### config.mk
export PLATFORM = sky130hd
export DESIGN_NAME = indexed_insert_delete_list
export DESIGN_NICKNAME = d
export VERILOG_FILES = /design/src/sv/iidl_pkg.sv /design/src/sv/iidl_cell.sv /design/src/sv/indexed_insert_delete_list.sv
export VERILOG_INCLUDE_DIRS = /design/src /design/src/sv
export SDC_FILE = /design/constraint.sdc
export NUM_CORES = 1
export LEC_CHECK = 0
export BUFFER_PORTS_ARGS = -buffer_cell sky130_fd_sc_hd__buf_2
export CAP_MARGIN = 20
export CORE_UTILIZATION = 41
export CTS_BUF_LIST = sky130_fd_sc_hd__clkbuf_4 sky130_fd_sc_hd__clkbuf_8
export DETAILED_ROUTE_END_ITERATION = 16
export SETUP_SLACK_MARGIN = 0.05
export SYNTH_ARGS = -nofsm -noshare
export SYNTH_HDL_FRONTEND = slang
export SYNTH_HIERARCHICAL = 1
export SYNTH_SLANG_ARGS = --single-unit
### constraint.sdc
create_clock -name clk_i -period 13.26 [get_ports clk_i]
set_input_delay 0.663 -clock clk_i [delete_from_list [all_inputs] [get_ports clk_i]]
set_output_delay 0.663 -clock clk_i [all_outputs]
set_load 0.005 [all_outputs]
### src/sv/indexed_insert_delete_list_macros.svh
// Assertion helpers used by the list top level.
`ifndef INDEXED_INSERT_DELETE_LIST_MACROS_SVH
`define INDEXED_INSERT_DELETE_LIST_MACROS_SVH

// Check a property on every rising edge while out of reset.
`define IIDL_ASSERT(lbl, prop, msg) \
  lbl: assert property (@(posedge clk_i) disable iff (!rst_ni) (prop)) else $error(msg);

// Check that an antecedent implies a consequent in the next cycle.
`define IIDL_ASSERT_NEXT(lbl, ante, cons, msg) \
  lbl: assert property (@(posedge clk_i) disable iff (!rst_ni) (ante) |=> (cons)) \
    else $error(msg);

`endif

### src/sv/iidl_pkg.sv
package iidl_pkg;

  // Request codes
  typedef enum logic [2:0] {
    MODE_READ        = 3'd0,
    MODE_INSERT      = 3'd1,
    MODE_REMOVE      = 3'd2,
    MODE_APPEND      = 3'd3,
    MODE_REMOVE_LAST = 3'd4,
    MODE_CLEAR       = 3'd5
  } mode_e;

  // Result status codes
  typedef enum logic [1:0] {
    ST_OK    = 2'd0,
    ST_RANGE = 2'd1,
    ST_FULL  = 2'd2
  } status_e;

  localparam int unsigned ValueW = 32;
  localparam int unsigned PosW   = 4;
  localparam int unsigned OutCntW = 5;

  // Broadcast control for the cell row
  typedef struct packed {
    logic                     ins;
    logic                     rem;
    logic signed [ValueW-1:0] value;
  } cell_ctl_t;

endpackage

### src/sv/iidl_cell.sv
module iidl_cell #(
  parameter int unsigned IdxW = 4,
  parameter int unsigned Idx  = 0
) (
  input  logic                              clk_i,
  input  iidl_pkg::cell_ctl_t               ctl_i,
  input  logic [IdxW-1:0]                   tgt_i,
  input  logic signed [iidl_pkg::ValueW-1:0] left_i,
  input  logic signed [iidl_pkg::ValueW-1:0] right_i,
  output logic signed [iidl_pkg::ValueW-1:0] entry_o,
  output logic signed [iidl_pkg::ValueW-1:0] rd_o
);
  import iidl_pkg::*;

  localparam logic [IdxW-1:0] MyIdx = IdxW'(Idx);

  logic signed [ValueW-1:0] entry_d, entry_q;
  logic                     above, at;

  assign above = MyIdx > tgt_i;
  assign at    = MyIdx == tgt_i;

  // Shift up on insert, shift down on remove, otherwise hold
  always_comb begin
    entry_d = entry_q;
    if (ctl_i.ins && above) begin
      entry_d = left_i;
    end else if (ctl_i.ins && at) begin
      entry_d = ctl_i.value;
    end else if (ctl_i.rem && (above || at)) begin
      entry_d = right_i;
    end
  end

  always_ff @(posedge clk_i) begin
    entry_q <= entry_d;
  end

  // Drive the read bus only when addressed
  assign rd_o    = at ? entry_q : '0;
  assign entry_o = entry_q;

endmodule

### src/sv/indexed_insert_delete_list.sv
// Channel   Dir  Fields (low bit up)                          Beats
// s_axis    in   mode[2:0] position[6:3] item_value[38:7]     one per request
// m_axis    out  value_out[31:0] entry_count[36:32]           one per request
//                status[38:37]
//
// One request per cycle unless m_axis stalls: cells at and above the target shift in
// the accepting cycle and the result is registered for the next cycle.
// Input is taken whenever the result register is empty or drained in the same cycle.
// A stalled m_axis holds one result and stops s_axis until it is taken.
// Reset clears the entry count and the result valid flag; entries are not cleared.
`include "indexed_insert_delete_list_macros.svh"

module indexed_insert_delete_list #(
  parameter int unsigned CAPACITY = 16
) (
  input  logic        clk_i,
  input  logic        rst_ni,
  input  logic        s_axis_tvalid,
  output logic        s_axis_tready,
  // mode[2:0], position[6:3], item_value[38:7], zero pad[39]
  input  logic [39:0] s_axis_tdata,
  output logic        m_axis_tvalid,
  input  logic        m_axis_tready,
  // value_out[31:0], entry_count[36:32], status[38:37], zero pad[39]
  output logic [39:0] m_axis_tdata
);
  import iidl_pkg::*;

  localparam int unsigned IdxW = $clog2(CAPACITY);
  localparam int unsigned CntW = $clog2(CAPACITY + 1);
  localparam int unsigned CmpW = (CntW > PosW) ? CntW : PosW;
  localparam int unsigned ExtW = (CntW > OutCntW) ? CntW : OutCntW;
  localparam logic [CntW-1:0] CapCnt = CntW'(CAPACITY);

  logic                     in_acc;
  mode_e                    mode;
  logic [PosW-1:0]          pos;
  logic signed [ValueW-1:0] item_value;
  logic [CmpW-1:0]          pos_w, cnt_w;
  logic [CntW-1:0]          count_d, count_q;
  logic                     full;
  logic [IdxW-1:0]          tgt;
  cell_ctl_t                ctl;
  logic signed [ValueW-1:0] rd_val, res_val;
  status_e                  res_st;
  logic [ExtW-1:0]          cnt_ext;

  logic                     m_valid_q;
  logic signed [ValueW-1:0] m_value_q;
  logic [OutCntW-1:0]       m_count_q;
  status_e                  m_status_q;

  logic signed [ValueW-1:0] ent [CAPACITY];
  logic signed [ValueW-1:0] rd  [CAPACITY];

  // Unpack the request beat
  assign mode       = mode_e'(s_axis_tdata[2:0]);
  assign pos        = s_axis_tdata[6:3];
  assign item_value = s_axis_tdata[38:7];

  assign s_axis_tready = !m_valid_q || m_axis_tready;
  assign in_acc        = s_axis_tvalid && s_axis_tready;

  assign pos_w = CmpW'(pos);
  assign cnt_w = CmpW'(count_q);
  assign full  = count_q == CapCnt;

  // Pick the addressed cell
  always_comb begin
    case (mode)
      MODE_APPEND:      tgt = count_q[IdxW-1:0];
      MODE_REMOVE_LAST: tgt = IdxW'(count_q - CntW'(1));
      default:          tgt = pos_w[IdxW-1:0];
    endcase
  end

  // Decode the request against the current count
  always_comb begin
    ctl       = '0;
    ctl.value = item_value;
    count_d   = count_q;
    res_val   = '0;
    res_st    = ST_OK;
    case (mode)
      MODE_READ: begin
        if (pos_w < cnt_w) res_val = rd_val;
        else               res_st  = ST_RANGE;
      end
      MODE_INSERT: begin
        if (full) begin
          res_st = ST_FULL;
        end else if (pos_w > cnt_w) begin
          res_st = ST_RANGE;
        end else begin
          ctl.ins = in_acc;
          count_d = count_q + CntW'(1);
        end
      end
      MODE_REMOVE: begin
        if (pos_w < cnt_w) begin
          ctl.rem = in_acc;
          res_val = rd_val;
          count_d = count_q - CntW'(1);
        end else begin
          res_st = ST_RANGE;
        end
      end
      MODE_APPEND: begin
        if (full) begin
          res_st = ST_FULL;
        end else begin
          ctl.ins = in_acc;
          count_d = count_q + CntW'(1);
        end
      end
      MODE_REMOVE_LAST: begin
        if (count_q == '0) begin
          res_st = ST_RANGE;
        end else begin
          ctl.rem = in_acc;
          res_val = rd_val;
          count_d = count_q - CntW'(1);
        end
      end
      MODE_CLEAR: count_d = '0;
      default: ;
    endcase
  end

  // Row of storage cells, each fed by its neighbors (zero below the first, the last by itself)
  for (genvar i = 0; i < CAPACITY; i++) begin : g_cell
    logic signed [ValueW-1:0] left_w, right_w;
    if (i == 0) begin : g_first
      assign left_w = '0;
    end else begin : g_mid_l
      assign left_w = ent[i-1];
    end
    if (i == CAPACITY - 1) begin : g_last
      assign right_w = ent[i];
    end else begin : g_mid_r
      assign right_w = ent[i+1];
    end
    iidl_cell #(
      .IdxW(IdxW),
      .Idx (i)
    ) u_cell (
      .clk_i  (clk_i),
      .ctl_i  (ctl),
      .tgt_i  (tgt),
      .left_i (left_w),
      .right_i(right_w),
      .entry_o(ent[i]),
      .rd_o   (rd[i])
    );
  end

  // Merge the one-hot read bus
  always_comb begin
    rd_val = '0;
    for (int i = 0; i < CAPACITY; i++) begin
      rd_val = rd_val | rd[i];
    end
  end

  assign cnt_ext = ExtW'(count_d);

  // Hold count and the result valid flag
  always_ff @(posedge clk_i or negedge rst_ni) begin
    if (!rst_ni) begin
      count_q   <= '0;
      m_valid_q <= 1'b0;
    end else begin
      if (in_acc) begin
        count_q   <= count_d;
        m_valid_q <= 1'b1;
      end else if (m_axis_tready) begin
        m_valid_q <= 1'b0;
      end
    end
  end

  always_ff @(posedge clk_i) begin
    if (in_acc) begin
      m_value_q  <= res_val;
      m_count_q  <= cnt_ext[OutCntW-1:0];
      m_status_q <= res_st;
    end
  end

  assign m_axis_tvalid = m_valid_q;
  assign m_axis_tdata  = {1'b0, m_status_q, m_count_q, m_value_q};

  `IIDL_ASSERT(a_count_bound, count_q <= CapCnt, "entry count above capacity")
  `IIDL_ASSERT_NEXT(a_ins_count, ctl.ins, count_q == $past(count_q) + CntW'(1), "count not grown")
  `IIDL_ASSERT(a_full_status, !m_valid_q || m_status_q != ST_FULL || full, "full status with room")

endmodule
# Word-level counts from Yosys, hierarchy flattened
# Index checks and enable logic that the tools add are counted.
# classes
n_addsub	2
order_cmp	18
n_eq_ne	21
mux	87
n_bitwise	15
reduce_logical	86
# op_table
operator	n
$mux 32	64
$or 32x32->32	15
$pmux 32 s2	1
$logic_and 1x1->1	48
$reduce_bool 3->1	14
$eq 4x4->1 const A	8
$gt 4x4->1 const A	8
$mux 5	5
$pmux 5 s5	1
$eq 3x4->1 const A	4
$gt 3x4->1 const A	4
$logic_or 1x1->1	16
$mux 1	10
$eq 2x4->1 const A	2
$gt 1x4->1 const A	2
$gt 2x4->1 const A	2
$pmux 2 s4	1
$pmux 4 s2	1
$eq 3x2->1 const B	2
$eq 3x3->1 const B	2
$reduce_bool 2->1	3
$add 5x1->5 const B	1
$eq 5x5->1 const B	1
$gt 4x5->1	1
11 further kinds	13
# totals
register_bits	557
input_bits	44
output_inout_bits	42
word_cells	250

# Depth between registers and ports, before layout
# Gate-level depths: netlist (run 1).
# depth
word_depth	21
depth_mapped	14
mapped_depth_nobuf	10

# Cells and area by module
# The synthesis (run 1) kept the hierarchy.
# by_module_without_submodules
module	instances	cells_each	area_per_inst_um2	seq_area_each_um2
indexed_insert_delete_list	1	345	3305.7	1321.3
iidl_cell (g_cell[10].u_cell)	1	227	2284.7	960.9
iidl_cell (g_cell[5].u_cell)	1	232	2213.4	960.9
iidl_cell (g_cell[6].u_cell)	1	229	2128.3	960.9
iidl_cell (g_cell[13].u_cell)	1	228	2099.5	960.9
iidl_cell (g_cell[3].u_cell)	1	178	2060.7	960.9
iidl_cell (g_cell[2].u_cell)	1	189	2026.9	960.9
iidl_cell (g_cell[1].u_cell)	1	142	1995.7	960.9
iidl_cell (g_cell[14].u_cell)	1	151	1905.6	960.9
iidl_cell (g_cell[4].u_cell)	1	192	1896.8	960.9
iidl_cell (g_cell[8].u_cell)	1	150	1886.8	960.9
iidl_cell (g_cell[7].u_cell)	1	148	1863.0	960.9
iidl_cell (g_cell[11].u_cell)	1	148	1853.0	960.9
iidl_cell (g_cell[9].u_cell)	1	153	1853.0	960.9
3 more rows	n/a	n/a	n/a	n/a

# Least setup slack after synthesis (run 1)
# No wires, ideal clock.
# synth_path
path_kind	input to register
from	in s_axis_tdata[1]
to	reg g_cell[2].u_cell.entry_q[0], enable pin
setup_ns	0.594
t_arrival_ns	7.749
required_time_ns	12.666
slack_ns	4.917
path_stages	5
path_buffers	1
path_cell_list	or3b_1 > clkbuf_1 > o21ai_0 > a21oi_1 > a2111oi_0
# synth_between
elab_chain_cells	6
elab_cells_between_ends	14
cone_classes	order compare (1); eq/ne (5); mux (3); reduce/logical (5)
# synth_rtl
item	line_no	rtl
start: declaration	indexed_insert_delete_list.sv:21	input logic [39:0] s_axis_tdata,
$eq 3x3->1 / $eq 3x2->1 (equally long branches)	indexed_insert_delete_list.sv:70	case (mode)
$pmux 4 s2 *	indexed_insert_delete_list.sv:70	
net tgt[3]	indexed_insert_delete_list.sv:42	logic [IdxW-1:0] tgt;
$gt 2x4->1 / $eq 2x4->1 (equally long branches)	iidl_cell.sv:20, iidl_cell.sv:21	
$logic_or 1x1->1	iidl_cell.sv:30	end else if (ctl_i.rem && (above || at)) begin
$logic_and 1x1->1	iidl_cell.sv:30	
$reduce_bool 3->1 (no line) *	n/a	
end signal: assignment	iidl_cell.sv:36	entry_q <= entry_d;
end: declaration	iidl_cell.sv:17	logic signed [ValueW-1:0] entry_d, entry_q;
# Mark *: on every way through the listed nets, which the timed path passes. The rest lies on a longest branch.
# A chain may end at the register's enable or synchronous reset.

==> impl_metrics.env, run 1 <==
export IMPL_numCtsBuffers=103
export IMPL_synth_area_per_cell_um2=10.9
export IMPL_min_path_type="input port to flip-flop"
export IMPL_synthDistinctLibCells=103
export IMPL_seqPwrFrac=0.435
export IMPL_grt_use_total=0.286
export IMPL_yosysTopAreaCell="edfxtp_1"
export IMPL_yosys_warnings=6
export IMPL_core_um2=83800
export IMPL_finalSetupViolations=0
export IMPL_timing_fmax_mhz=183
export IMPL_h_tree_depth=3
export IMPL_grt_max_degree=119
export IMPL_dieArea_um2=86000
export IMPL_ir_worst_vdd_uv=82.7
export IMPL_clk_latency_ps=750
export IMPL_crit_path_start_kind="flip-flop"
export IMPL_hold_violations=0
export IMPL_clockBufferDepth=3
export IMPL_post_route_min_period_ps=5470
export IMPL_critPathKind="flip-flop to flip-flop"
export IMPL_p_comb_frac=0.255
export IMPL_routabilityCongestion=0.879
export IMPL_yosys_cell_count_top_type="edfxtp_1"
export IMPL_r2r_slack_ps=7790
export IMPL_skew_ps=57.1
export IMPL_worstMarginPinSlew_ps=1190
export IMPL_grt_overflow=0
export IMPL_placed_area_um2=35500
export IMPL_rr_startpoint="cnt_w[0]$_DFFE_PN0P_"
export IMPL_slew_violations=0
export IMPL_syn_cell_area_um2=34800
export IMPL_final_core_util=0.449
export IMPL_instances_no_fill=4353
export IMPL_final_nets=3192
export IMPL_cts_sinks=557
export IMPL_remaining_drc_errors=0
export IMPL_min_path_cells=2
export IMPL_fillers=7813
export IMPL_power_total_mw=5.28
export IMPL_detail_route_antenna_nets=0
export IMPL_cts_root_buf="clkbuf_8"
export IMPL_setup_tns_ps=0
export IMPL_initial_core_util=0.415
export IMPL_power_switching_mw=1.80
export IMPL_grt_pass1_wl_um=185000
export IMPL_place_inst=4162
export IMPL_wl_um=126000
export IMPL_clockPowerShare=0.310
export IMPL_ys_flop_type="edfxtp_1"
export IMPL_end_kind="flip-flop"
export IMPL_synth_seq_cells=557
export IMPL_synthTopCellsByArea="edfxtp_1 48%, and2_1 8.7%, o221a_1 3.3%"
export IMPL_cp_max_fo=44
export IMPL_cp_required_ps=13710
export IMPL_drive_above_1_share=0.183
export IMPL_rsz0062_at_grt="false"
export IMPL_worstHoldStart="s_axis_tvalid"
export IMPL_r2r_end="m_value_q[29]$_DFFE_PP_"
export IMPL_synthArstFlopShare=0.0108
export IMPL_synth_top_area_share=0.476
export IMPL_routed_via_density=6.63
export IMPL_cts_setup_buffers=0
export IMPL_rows=106
export IMPL_synth_edff_count=551
export IMPL_ys_top_cells_by_count="551 x edfxtp_1, 482 x and2_1, 129 x nor4_1"
export IMPL_r2r_cells=12
export IMPL_drv_cap=0
export IMPL_dieWidth_um=293
export IMPL_max_slew_margin=0.205
export IMPL_synth_cells=3180
export IMPL_min_to="m_axis_tvalid$_DFFE_PN0P_"
export IMPL_synth_yosys_seq_area_share=0.480
export IMPL_power_density_nw_per_um2=140
export IMPL_final_cell_area_um2=37600
export IMPL_vias=28900
export IMPL_ios=86
export IMPL_syn2layout_area_growth_pct=8.25
export IMPL_status="complete, no violations"
export IMPL_grt_pass1_vias=27900
export IMPL_clk_pin_slew_ps=60
export IMPL_drt_iter0_markers=3908
export IMPL_antenna_found_initial=7
export IMPL_fp_dieH_um=293
export IMPL_syn_nets=3230
export IMPL_wire_per_inst_um=29.0
export IMPL_worstPathArrival_ps=5930
export IMPL_port_buffers=83
export IMPL_dr_pass1_iters=6
export IMPL_switching_share=0.342
export IMPL_cts_tree="done"
export IMPL_dp_hpwl_um=79100
export IMPL_leakage_nw=12.6
export IMPL_intPower_mw=3.47
export IMPL_min_period_over_period=0.413
## how the worst max path moves through the flow
stage	to	slack (ps)	cells after the start	start
after global placement	m_value_q[29]$_DFFE_PP_	7670	12	s_axis_tdata[2]
after global routing	m_value_q[28]$_DFFE_PP_	7680	12	cnt_w[0]$_DFFE_PN0P_
after detailed placement	m_value_q[11]$_DFFE_PP_	7640	12	s_axis_tdata[2]
final	m_value_q[29]$_DFFE_PP_	7790	12	cnt_w[0]$_DFFE_PN0P_
after floorplan	g_cell[2].u_cell/entry_o[0]$_DFFE_PP_	4920	5	s_axis_tdata[1]
after CTS	m_value_q[11]$_DFFE_PP_	8000	12	cnt_w[0]$_DFFE_PN0P_
## area by class of cell
type,instances,area [um2],area share
diodes,4,10.0,0.000266
well taps,1134,1420,0.0377
multi-input cells,2309,16400,0.436
inverters,12,45.0,0.00120
repair buffers,159,1110,0.0296
clock inverters,35,220,0.00585
flip-flops and latches,557,16700,0.443
clock buffers,143,1720,0.0458
## layer usage
metal  up-vias  track usage  wire length, um
li1      12300            -                -
met1     14200        0.383            50000
met2      1959        0.444            56900
met3       391       0.0629            14200
met4         8        0.125             5050
met5         -            0               57
## worst max-delay path: stages (launching register included)
cell and delay, ps:
dfrtp_1 520, inv_1 220, ha_1 310, inv_1 110, o32ai_1 120, a21oi_4 130, buf_4 540, buf_4 740
nand3b_4 610, nor2_4 1010, and2_1 240, nor4_1 80, a41oi_1 480
## flip-flops by register name, indices dropped and copies added, names as in the netlist
register,count
cnt_w,5
g_cell.u_cell/entry_o,512
m_value_q,32
m_count_q,5
m_axis_tvalid,1
m_status_q,2
## kinds of logic (layout without fill, tap and decap cells)
kind of cell    Yosys count  in the layout  share of synthesized area
xor+xnor                  1              1                   0.000252
fa+ha+maj                 6              6                    0.00216
mux                     128            128                     0.0435
flops                   557            557                      0.480
other cells               1              5                   0.000108
buf+inv                 314            349                     0.0568
compound gates          816            816                      0.186
simple gates           1357           1357                      0.231
## placed cells by master (no fill, tap or decap), types with 97 or more instances in the layout
cell	instances
o221a_1	103
nor2_1	122
nand2_1	115
a31oi_1	124
and2_1	482
o22ai_1	97
clkbuf_8	104
nor4_1	128
nor3_1	98
edfxtp_1	551
## stage by stage
stage,setup slack (ps),hold WS (ps)
finish,7790,204
global route,7680,201
CTS,8000,165
detailed placement,7640,518
global placement,7670,521
floorplan,4920,367
## power by group through the flow
stage	clock network (mW)	logic [mW]	registers (mW)
final	1.63	1.35	2.30
after global routing	1.73	1.41	2.31
after CTS	1.66	1.30	2.29
after detailed placement	0	1.29	2.32
after global placement	0	1.26	2.32
after floorplan	0	0.878	2.27
## repair_timing
action,CTS,global route
hold endpoints to repair,6,0
hold buffers,1,0
gates resized for setup,0,0
Note: power is estimated with default switching activity, not from simulation.
==> run 2: changes to the inputs <==
clock period = 5.75 ns   (was 13.26 ns; I/O delays follow)
==> impl_metrics.env, run 2 (same netlist as run 1, synthesis figures left out) <==
export IMPL_antenna_found_initial=5
export IMPL_wl_um=127000
export IMPL_timing_fmax_mhz=212
export IMPL_largest_register_ff_count=512
export IMPL_instances_no_fill=4391
export IMPL_routed_via_density=6.61
export IMPL_final_nets=3224
export IMPL_critPathKind="input port to flip-flop"
export IMPL_cp_max_fo=54
export IMPL_final_cell_mix="551 x edfxtp_1, 482 x and2_1, 128 x nor4_1"
export IMPL_dr_pass1_iters=7
export IMPL_worstPathArrival_ps=5090
export IMPL_holdWs_ps=81.9
export IMPL_syn2layout_area_growth_pct=9.21
export IMPL_ctsResizeCount=0
export IMPL_wire_per_inst_um=28.8
export IMPL_grt_pass1_wl_um=185000
export IMPL_crit_path_start_kind="input port"
export IMPL_hold_violations=0
export IMPL_drive_above_1_share=0.194
export IMPL_clk_pin_slew_ps=60
export IMPL_fp_dieH_um=293
export IMPL_leakage_nw=12.8
export IMPL_grt_pass1_vias=27600
export IMPL_min_period_over_period=0.819
export IMPL_drt_iter0_markers=3865
export IMPL_core_um2=83800
export IMPL_clockBufferDepth=3
export IMPL_slew_violations=0
export IMPL_vias=29000
export IMPL_seq_area_um2=16700
export IMPL_dp_hpwl_um=81000
export IMPL_routabilityCongestion=0.899
export IMPL_numCtsBuffers=103
export IMPL_cts_tree="done"
export IMPL_cts_root_buf="clkbuf_8"
export IMPL_min_path_type="input port to flip-flop"
export IMPL_rsz0062_at_grt="false"
export IMPL_fillers=7829
export IMPL_cp_required_ps=6140
export IMPL_multi_input_area_um2=16400
export IMPL_port_buffers=83
export IMPL_place_inst=4193
export IMPL_max_slew_margin=0.205
export IMPL_end_kind="flip-flop"
export IMPL_remaining_drc_errors=0
export IMPL_detail_route_antenna_nets=0
export IMPL_post_route_min_period_ps=4710
export IMPL_h_tree_depth=3
export IMPL_dieArea_um2=86000
export IMPL_worstMarginPinSlew_ps=1190
export IMPL_finalSetupViolations=0
export IMPL_grt_overflow=0
export IMPL_setup_tns_ps=0
export IMPL_ios=86
export IMPL_dieWidth_um=293
export IMPL_skew_ps=48.2
export IMPL_ir_worst_vdd_uv=178
export IMPL_layout_commonest_cell="edfxtp_1"
export IMPL_cts_sinks=557
export IMPL_grt_use_total=0.286
export IMPL_power_density_nw_per_um2=323
export IMPL_rows=106
export IMPL_initial_core_util=0.415
export IMPL_status="complete, no violations"
export IMPL_clk_latency_ps=770
export IMPL_grt_max_degree=125
export IMPL_drv_cap=0
run 2: what timing repair did:
item	CTS	global route
buffers inserted	0	0
hold buffers	5	0
hold endpoints to repair	9	0
run 2: path summary, 6_finish.rpt:
check | from | to | slack (ps) | cells after the start
setup reg to reg | cnt_w[2]$_DFFE_PN0P_ | m_value_q[11]$_DFFE_PP_ | 1050 | 8
hold / removal | s_axis_tdata[38] | g_cell[15].u_cell/entry_o[31]$_DFFE_PP_ | 80 | 3
min in group asynchronous | rst_ni | cnt_w[1]$_DFFE_PN0P_ | 520 | 3
setup / recovery | s_axis_tdata[1] | m_value_q[11]$_DFFE_PP_ | 1040 | 11
hold reg to reg | g_cell[11].u_cell/entry_o[7]$_DFFE_PP_ | g_cell[12].u_cell/entry_o[7]$_DFFE_PP_ | 580 | 1
max in group asynchronous | rst_ni | cnt_w[0]$_DFFE_PN0P_ | 4920 | 3
run 2: per-layer routing:
metal | routed length [um] | vias up | GRT usage
met5 | 0 | - | 0
met1 | 51200 | 14400 | 0.391
li1 | - | 12400 | -
met3 | 14200 | 299 | 0.0606
met2 | 57400 | 1928 | 0.444
met4 | 3760 | 0 | 0.109
run 2: critical path, cell delays in order:
cell,delay (ps)
dlygate4sd3_1,540
buf_2,210
or3b_1,550
nand2_1,150
o32ai_1,130
a21oi_4,770
buf_12,410
and4bb_2,590
and2_1,310
nor4_1,670
a41oi_1,370
run 2: area by class of cell:
type | instances | share of cell area
clock buffer | 154 | 0.0477
multi-input combinational | 2309 | 0.433
inverter | 12 | 0.00155
timing repair buffer | 191 | 0.0359
clock inverter | 30 | 0.00455
sequential | 557 | 0.440
antenna | 4 | 0.000264
tap | 1134 | 0.0374
run 2: report_power, final:
group          switching, mW  internal (mW)
Combinational           2.07           1.07
Sequential             0.298           5.00
Clock                   1.83           2.01
Total                   4.19           8.09
run 2: per-stage QoR:
| step | cell area [um2] | utilization | setup slack, ps | total power [mW] |
|---|---|---|---|---|
| floorplan | 34800 | - | -1690 | 7.28 |
| CTS | 37900 | 0.452 | 1340 | 12.2 |
| detailed placement | 35800 | 0.428 | 1090 | 8.39 |
| global route | 38000 | 0.453 | 1070 | 12.7 |
| global placement | 35800 | 0.428 | 1180 | 8.31 |
| finish | 38000 | 0.453 | 1040 | 12.3 |
